`src/rtl/t2u64_pkg.sv`:
```
// ----------------------------------------------------------------------------
// t2u64_pkg
// Types, codes and character helpers for the text to unsigned 64-bit parser.
// ----------------------------------------------------------------------------
package t2u64_pkg;

    // parse phase, one-hot
    typedef enum logic [5:0] {
        PH_IDLE = 6'b000001,
        PH_WS   = 6'b000010,
        PH_SIGN = 6'b000100,
        PH_ZERO = 6'b001000,
        PH_DIG  = 6'b010000,
        PH_DONE = 6'b100000
    } t_phase;

    // result status codes
    localparam logic [1:0] ST_OK     = 2'd0;
    localparam logic [1:0] ST_OVF    = 2'd1;
    localparam logic [1:0] ST_NOCONV = 2'd2;

    localparam logic [5:0] RADIX_RESET = 6'd10;
    localparam logic [5:0] BASE_OCT    = 6'd8;
    localparam logic [5:0] BASE_DEC    = 6'd10;
    localparam logic [5:0] BASE_HEX    = 6'd16;
    localparam logic [5:0] BASE_AUTO   = 6'd0;
    localparam logic [5:0] BASE_MIN    = 6'd2;
    localparam logic [5:0] NOT_DIGIT   = 6'h3F;

    localparam logic [7:0] CH_SPACE = 8'h20;
    localparam logic [7:0] CH_TAB   = 8'h09;
    localparam logic [7:0] CH_CR    = 8'h0D;
    localparam logic [7:0] CH_PLUS  = 8'h2B;
    localparam logic [7:0] CH_MINUS = 8'h2D;
    localparam logic [7:0] CH_0     = 8'h30;
    localparam logic [7:0] CH_9     = 8'h39;
    localparam logic [7:0] CH_LA    = 8'h61;
    localparam logic [7:0] CH_LZ    = 8'h7A;
    localparam logic [7:0] CH_UA    = 8'h41;
    localparam logic [7:0] CH_UZ    = 8'h5A;
    localparam logic [7:0] CH_LX    = 8'h78;
    localparam logic [7:0] CH_UX    = 8'h58;

    // digit value of a character, NOT_DIGIT when it is none
    function automatic logic [5:0] digit_of(input logic [7:0] c);
        logic [7:0] t;
        begin
            t = 8'd0;
            if (c >= CH_0 && c <= CH_9) begin
                t = c - CH_0;
            end else if (c >= CH_LA && c <= CH_LZ) begin
                t = c - CH_LA + 8'd10;
            end else if (c >= CH_UA && c <= CH_UZ) begin
                t = c - CH_UA + 8'd10;
            end else begin
                t = {2'b00, NOT_DIGIT};
            end
            digit_of = t[5:0];
        end
    endfunction

    function automatic logic is_space(input logic [7:0] c);
        is_space = (c == CH_SPACE) || (c >= CH_TAB && c <= CH_CR);
    endfunction

endpackage

```
`src/rtl/text_to_unsigned64_parser.sv`:
```
// ----------------------------------------------------------------------------
// text_to_unsigned64_parser
// Streaming strtoull-style converter, one character per item.
// ----------------------------------------------------------------------------
// Takes one character per cycle, back to back, except while a character that
// closes a result waits for the previous result to be taken: an accepted
// character is held in the input register, then a single 64x6 multiply-add
// with its overflow check updates the parse state, and a finished result is
// registered in the output register that drives o_out_valid. The input side
// keeps moving while a result waits to be taken, as long as the waiting
// character does not itself close a result. The radix register is latched
// when a string starts; write it only while the block is idle.
module text_to_unsigned64_parser
    import t2u64_pkg::*;
#(
    parameter int MAX_RADIX  = 36,
    parameter int COUNT_BITS = 16
) (
    input  logic         i_clk,
    input  logic         i_rst_n,
    // configuration port
    input  logic         psel,
    input  logic         penable,
    input  logic         pwrite,
    input  logic [1:0]   paddr,
    input  logic [31:0]  pwdata,
    output logic [31:0]  prdata,
    output logic         pready,
    // character channel
    input  logic         i_in_valid,
    output logic         o_in_ready,
    input  logic [7:0]   i_char_code,
    input  logic         i_first_of_string,
    input  logic         i_last_of_string,
    // result channel
    output logic         o_out_valid,
    input  logic         i_out_ready,
    output logic [63:0]  o_value,
    output logic [1:0]   o_status,
    output logic [15:0]  o_consumed
);

    localparam logic [COUNT_BITS-1:0] COUNT_MAX = {COUNT_BITS{1'b1}};
    localparam logic [5:0]            RADIX_TOP = 6'(MAX_RADIX);

    // configuration
    logic [5:0] r_radix;
    logic       cfg_wr;
    logic       cfg_hit;

    // input register
    logic       r_in_valid;
    logic [7:0] r_char;
    logic       r_first;
    logic       r_last;

    // parse state
    t_phase                r_phase;
    logic                  r_neg;
    logic [5:0]            r_base;
    logic [63:0]           r_acc;
    logic                  r_ovf;
    logic                  r_body;
    logic [COUNT_BITS-1:0] r_cnt;

    t_phase                n_phase;
    logic                  n_neg;
    logic [5:0]            n_base;
    logic [63:0]           n_acc;
    logic                  n_ovf;
    logic                  n_body;
    logic [COUNT_BITS-1:0] n_cnt;

    // result register
    logic        r_out_valid;
    logic [63:0] r_value;
    logic [1:0]  r_status;
    logic [15:0] r_consumed;
    logic [63:0] n_value;
    logic [1:0]  n_status;

    logic        emit;
    logic        advance;
    logic        out_free;

    assign pready  = 1'b1;
    assign cfg_hit = (paddr == 2'b00);
    assign cfg_wr  = psel && penable && pwrite && cfg_hit;
    assign prdata  = cfg_hit ? {26'd0, r_radix} : 32'd0;

    always_ff @(posedge i_clk) begin
        if (!i_rst_n) begin
            r_radix <= RADIX_RESET;
        end else if (cfg_wr) begin
            r_radix <= pwdata[5:0];
        end
    end

    assign out_free   = !r_out_valid || i_out_ready;
    assign advance    = r_in_valid && (!emit || out_free);
    assign o_in_ready = !r_in_valid || advance;

    always_ff @(posedge i_clk) begin
        if (!i_rst_n) begin
            r_in_valid <= 1'b0;
        end else if (o_in_ready) begin
            r_in_valid <= i_in_valid;
        end
    end

    always_ff @(posedge i_clk) begin
        if (o_in_ready && i_in_valid) begin
            r_char  <= i_char_code;
            r_first <= i_first_of_string;
            r_last  <= i_last_of_string;
        end
    end

    // one character of parse work
    always_comb begin
        logic       radix_bad;
        logic       sign_ch;
        logic       x_ch;
        logic       bump;
        logic [5:0] dig;
        logic [5:0] base_d;
        logic [69:0] prod;

        radix_bad = (r_radix == 6'd1) || (r_radix > RADIX_TOP);
        sign_ch   = (r_char == CH_PLUS) || (r_char == CH_MINUS);
        x_ch      = (r_char == CH_LX) || (r_char == CH_UX);
        dig       = digit_of(r_char);
        bump      = 1'b0;
        emit      = 1'b0;
        base_d    = r_base;
        prod      = 70'd0;

        n_phase = r_phase;
        n_neg   = r_neg;
        n_base  = r_base;
        n_acc   = r_acc;
        n_ovf   = r_ovf;
        n_body  = r_body;
        n_cnt   = r_cnt;

        if (r_first) begin
            n_phase = PH_WS;
            n_neg   = 1'b0;
            n_base  = r_radix;
            n_acc   = 64'd0;
            n_ovf   = 1'b0;
            n_body  = 1'b0;
            n_cnt   = '0;
        end

        if (r_first && radix_bad) begin
            emit = 1'b1;
        end else if (n_phase == PH_WS || n_phase == PH_SIGN ||
                     n_phase == PH_ZERO || n_phase == PH_DIG) begin
            priority if (n_phase == PH_WS && is_space(r_char)) begin
                bump = 1'b1;
            end else if (n_phase == PH_WS && sign_ch) begin
                n_neg   = (r_char == CH_MINUS);
                bump    = 1'b1;
                n_phase = PH_SIGN;
            end else if ((n_phase == PH_WS || n_phase == PH_SIGN) && r_char == CH_0 &&
                         (n_base == BASE_AUTO || n_base == BASE_HEX)) begin
                bump    = 1'b1;
                n_body  = 1'b1;
                n_phase = PH_ZERO;
            end else if (n_phase == PH_ZERO && x_ch) begin
                bump    = 1'b1;
                n_base  = BASE_HEX;
                n_body  = 1'b0;
                n_phase = PH_DIG;
            end else begin
                // settle an auto base: octal after a lone zero, else decimal
                if (n_phase != PH_DIG && n_base == BASE_AUTO) begin
                    base_d = (n_phase == PH_ZERO) ? BASE_OCT : BASE_DEC;
                end else begin
                    base_d = n_base;
                end
                n_base  = base_d;
                n_phase = PH_DIG;
                prod    = 70'(n_acc) * 70'(base_d) + 70'(dig);
                if (base_d >= BASE_MIN && dig < base_d) begin
                    if (!n_ovf) begin
                        if (|prod[69:64]) begin
                            n_ovf = 1'b1;
                        end else begin
                            n_acc = prod[63:0];
                        end
                    end
                    n_body = 1'b1;
                    bump   = 1'b1;
                end else begin
                    emit = 1'b1;
                end
            end
            if (r_last) begin
                emit = 1'b1;
            end
        end

        if (bump && n_cnt != COUNT_MAX) begin
            n_cnt = n_cnt + 1'b1;
        end
        if (emit) begin
            n_phase = PH_DONE;
        end
    end

    always_comb begin
        if (!n_body) begin
            n_value  = 64'd0;
            n_status = ST_NOCONV;
        end else if (n_ovf) begin
            n_value  = {64{1'b1}};
            n_status = ST_OVF;
        end else begin
            n_value  = n_neg ? (64'd0 - n_acc) : n_acc;
            n_status = ST_OK;
        end
    end

    always_ff @(posedge i_clk) begin
        if (!i_rst_n) begin
            r_phase <= PH_IDLE;
            r_neg   <= 1'b0;
            r_base  <= RADIX_RESET;
            r_acc   <= 64'd0;
            r_ovf   <= 1'b0;
            r_body  <= 1'b0;
            r_cnt   <= '0;
        end else if (advance) begin
            r_phase <= n_phase;
            r_neg   <= n_neg;
            r_base  <= n_base;
            r_acc   <= n_acc;
            r_ovf   <= n_ovf;
            r_body  <= n_body;
            r_cnt   <= n_cnt;
        end
    end

    always_ff @(posedge i_clk) begin
        if (!i_rst_n) begin
            r_out_valid <= 1'b0;
        end else if (advance && emit) begin
            r_out_valid <= 1'b1;
        end else if (i_out_ready) begin
            r_out_valid <= 1'b0;
        end
    end

    always_ff @(posedge i_clk) begin
        if (advance && emit) begin
            r_value    <= n_value;
            r_status   <= n_status;
            r_consumed <= n_body ? 16'(n_cnt) : 16'd0;
        end
    end

    assign o_out_valid = r_out_valid;
    assign o_value     = r_value;
    assign o_status    = r_status;
    assign o_consumed  = r_consumed;

`ifndef SYNTH
    a_noconv_zero: assert property (@(posedge i_clk) disable iff (!i_rst_n)
        (r_out_valid && r_status == ST_NOCONV) |-> (r_value == 64'd0 && r_consumed == 16'd0))
        else $error("no-conversion result carries a value or count");

    a_ovf_ones: assert property (@(posedge i_clk) disable iff (!i_rst_n)
        (r_out_valid && r_status == ST_OVF) |-> (r_value == {64{1'b1}}))
        else $error("overflow result is not saturated");

    a_status_code: assert property (@(posedge i_clk) disable iff (!i_rst_n)
        r_out_valid |-> (r_status == ST_OK || r_status == ST_OVF || r_status == ST_NOCONV))
        else $error("undefined status code");

    a_done_after_emit: assert property (@(posedge i_clk) disable iff (!i_rst_n)
        (advance && emit) |=> (r_phase == PH_DONE && r_out_valid))
        else $error("parse did not close after a result");

    a_hold_input: assert property (@(posedge i_clk) disable iff (!i_rst_n)
        (r_in_valid && !advance) |=> (r_in_valid && $stable(r_char) && $stable(r_phase)))
        else $error("stalled character lost or state moved");
`endif

endmodule
```
`config.mk`:
```
export PLATFORM = sky130hd
export DESIGN_NAME = text_to_unsigned64_parser
export DESIGN_NICKNAME = d
export VERILOG_FILES = /design/src/rtl/t2u64_pkg.sv /design/src/rtl/text_to_unsigned64_parser.sv
export SDC_FILE = /design/constraint.sdc
export NUM_CORES = 2
export LEC_CHECK = 0
export BUFFER_PORTS_ARGS = -buffer_cell sky130_fd_sc_hd__buf_4
export CORE_MARGIN = 1
export CORE_UTILIZATION = 40
export DETAILED_ROUTE_END_ITERATION = 8
export PLACE_DENSITY = 0.57
export SLEW_MARGIN = 10
export SYNTH_ARGS = -nofsm -noshare
export SYNTH_HDL_FRONTEND = slang
export SYNTH_SLANG_ARGS = --single-unit
```
`constraint.sdc`:
```
create_clock -name i_clk -period 9.3 [get_ports i_clk]
set_input_delay 0.465 -clock i_clk [delete_from_list [all_inputs] [get_ports i_clk]]
set_output_delay 0.465 -clock i_clk [all_outputs]
set_load 0.01 [all_outputs]
```
==> flow_metrics.env <==
export IMPL_cts_num_sinks=195
export IMPL_critPathKind="reg2reg"
export IMPL_ys_types=101
export IMPL_drive_gt1_share_pct=23.7
export IMPL_cp_num_buf_inv=7
export IMPL_routed_wl_mm=95.7
export IMPL_hold_viol_final=0
export IMPL_multiInputGateArea_sq_um=20000
export IMPL_max_freq_mhz=108
export IMPL_dr_pass1_iters=6
export IMPL_grt_pass1_wl_mm=145
export IMPL_cts_tree="yes"
export IMPL_grt_pass1_vias=24500
export IMPL_finalClockSkew_ns=0.0161
export IMPL_syn2layout_area_growth_pct=24.6
export IMPL_worstSetupStartpointType="flop"
export IMPL_dieArea_sq_um=64700
export IMPL_ctsHoldBuffers=0
export IMPL_dp_cells=4166
export IMPL_final_cells=4216
export IMPL_total_power_mw=2.63
export IMPL_worstPathArrival_ns=9.40
export IMPL_min_path_type="in2reg"
export IMPL_portBuffers=114
export IMPL_root_buffer="clkbuf_16"
export IMPL_critical_path_slowest_cell="or4_1"
export IMPL_row_count=92
export IMPL_overflow=0
export IMPL_worst_pin_slew_ns=1.08
export IMPL_cts_buffers=17
export IMPL_start_util_pct=40.5
export IMPL_fillers=6035
export IMPL_core_region_area_sq_um=63000
export IMPL_antenna_found_initial=3
export IMPL_critPathCaptureType="flop"
export IMPL_final_nets=3821
export IMPL_synth_edff_count=92
export IMPL_synth_cells=2899
export IMPL_clockBufferDepth=2
export IMPL_grt_max_degree=95
export IMPL_vias=24300
export IMPL_gp_congestion=0.965
export IMPL_p_leak_nw=15.0
export IMPL_setup_viol=0
export IMPL_path_clk_slew_ns=0.07
export IMPL_insertion_delay_ns=0.46
export IMPL_maxCapViolCount=0
export IMPL_drc=0
export IMPL_async_reset_ff_share_pct=0
export IMPL_critPathTopFamily="simple AND/OR/NAND/NOR gates"
export IMPL_drtIter0Drc=1946
export IMPL_slew_headroom_pct=28.0
export IMPL_outcome="complete, no violations"
export IMPL_syn_avg_cell_area_sq_um=8.79
export IMPL_ys_warn_count=0
export IMPL_ys_ff_latch=195
export IMPL_wl_per_cell_um=22.7
export IMPL_period_needed_ns=9.23
export IMPL_ys_flop_type="dfxtp_1"
export IMPL_ant_nets=0
export IMPL_ys_seq_area_share_pct=18.9
export IMPL_post_route_util_pct=50.4
export IMPL_hpwl_mm=76.1
export IMPL_htreeDepth=4
export IMPL_critPathMaxStageDelay_ns=0.54
export IMPL_num_io_pins=168
export IMPL_ir_worst_vdd_mv=0.137
export IMPL_min_period_over_period_pct=99.3
export IMPL_crit_fanout=13
export IMPL_die_w_um=254
export IMPL_powerDensity_nw_per_um2=82.8
export IMPL_drv_slew=0
export IMPL_critical_path_required_ns=9.47
export IMPL_die_h_um=254
export IMPL_syn_area_sq_um=25500
export IMPL_regArea_sq_um=4820
export IMPL_rsz0062_at_grt="true"
export IMPL_grt_usage_pct=29.4
export IMPL_via_per_inst=5.76
cells in the mapped netlist (all sizes together), types with 33 or more instances:
| library cell | instances | share of area (%) |
|---|---|---|
| a21oi | 212 | 4.2 |
| o211a | 55 | 2.2 |
| edfxtp | 92 | 11 |
| xor2 | 66 | 2.3 |
| nand4 | 51 | 1.3 |
| nand2 | 263 | 3.9 |
| inv | 85 | 1.3 |
| ha | 162 | 8.0 |
| o21ai | 121 | 2.4 |
| and2 | 346 | 8.5 |
| clkbuf | 134 | 2.0 |
| buf | 80 | 1.9 |
| xnor2 | 73 | 2.5 |
| nor2b | 33 | 0.81 |
| nand3 | 45 | 0.94 |
| nor3 | 45 | 0.99 |
| fa | 252 | 20 |
| dfxtp | 103 | 8.1 |
| nor2 | 198 | 2.9 |
| a31oi | 49 | 1.2 |
final timing paths:
kind | from | endpoint | slack, ns | cells after the start
setup reg to reg | r_first | o_value[59] | 0.07 | 34
setup / recovery | r_first | o_value[59] | 0.07 | 34
hold / removal | i_char_code[4] | r_char[4] | 0.19 | 1
hold reg to reg | r_acc[16] | r_acc[16] | 0.51 | 2
through the flow:
| step | worst slack [ns] | hold slack (ns) | instance area (sq um) | TNS [ns] |
|---|---|---|---|---|
| floorplan | 0.0548 | 0.435 | 25600 | 0 |
| global placement | -0.246 | 0.478 | 30500 | -6.12 |
| detailed placement | -0.388 | 0.491 | 30500 | -11.40 |
| CTS | 0.0107 | 0.167 | 31100 | 0 |
| global route | -0.173 | 0.162 | 31700 | -1.14 |
| finish | 0.0685 | 0.188 | 31700 | 0 |
report_power, final:
| part | switching [mW] | internal [mW] |
|---|---|---|
| Sequential | 0.0525 | 0.934 |
| Clock | 0.376 | 0.350 |
| Combinational | 0.529 | 0.384 |
cell families (layout without fill, tap and decap cells):
kind of cell,Yosys count,count (layout),share of synthesized area [%]
other cells,2,28,0.0295
mux,28,28,1.13
flops,195,195,18.9
fa+ha+maj,414,414,27.8
xor+xnor,139,139,4.81
compound gates,696,696,18.5
simple gates,1126,1126,23.7
buf+inv,299,744,5.13
cell type report:
| class | instances | share of cell area (%) |
|---|---|---|
| tap | 846 | 3.34 |
| inverter | 85 | 1.01 |
| timing repair buffer | 627 | 15.8 |
| sequential | 195 | 15.2 |
| clock buffer | 17 | 1.34 |
| multi-input combinational | 2430 | 63.0 |
| clock inverter | 15 | 0.379 |
| antenna | 1 | 0.00789 |
routing by layer:
metal	vias to the layer above	global-route usage [%]	wire length, um
met5	-	0	16
met4	2	13.4	4660
met3	206	3.48	5320
met2	875	51.4	47700
met1	12200	36.1	38100
li1	11100	-	-
placed cells by master, fill, tap and decap left out, types with 19 or more instances in the layout:
cell type	count
ha_1	153
o21a_1	20
buf_12	19
xnor2_1	71
xor2_1	65
a21o_1	26
nand2_1	257
nor2b_1	29
mux2i_1	21
and2_1	342
edfxtp_1	92
dfxtp_1	103
fa_1	251
a21boi_0	27
nor2_1	191
o211a_1	53
a31oi_1	49
o21bai_1	21
and3_1	21
inv_1	82
conb_1	27
nand4_1	51
a21oi_1	203
nand3_1	39
o21ai_0	101
buf_4	596
nor3_1	34
flip-flops by register name (all words and copies together), names as in the netlist:
signal       cells
r_first          1
r_radix          6
o_status         2
r_cnt           16
r_acc           64
r_in_valid       1
o_consumed      16
r_ovf            1
r_phase          6
r_body           1
o_value         64
r_base           6
r_neg            1
r_char           8
o_out_valid      1
r_last           1
timing repair:
action | in CTS | in global routing
gates resized for setup | 21 | 92
hold endpoints to repair | 0 | 0
setup endpoints to repair | 52 | 57
setup buffers | 0 | 15
pin swaps | 4 | 41
cloned | 0 | 2
(Power assumes the default switching activity.)
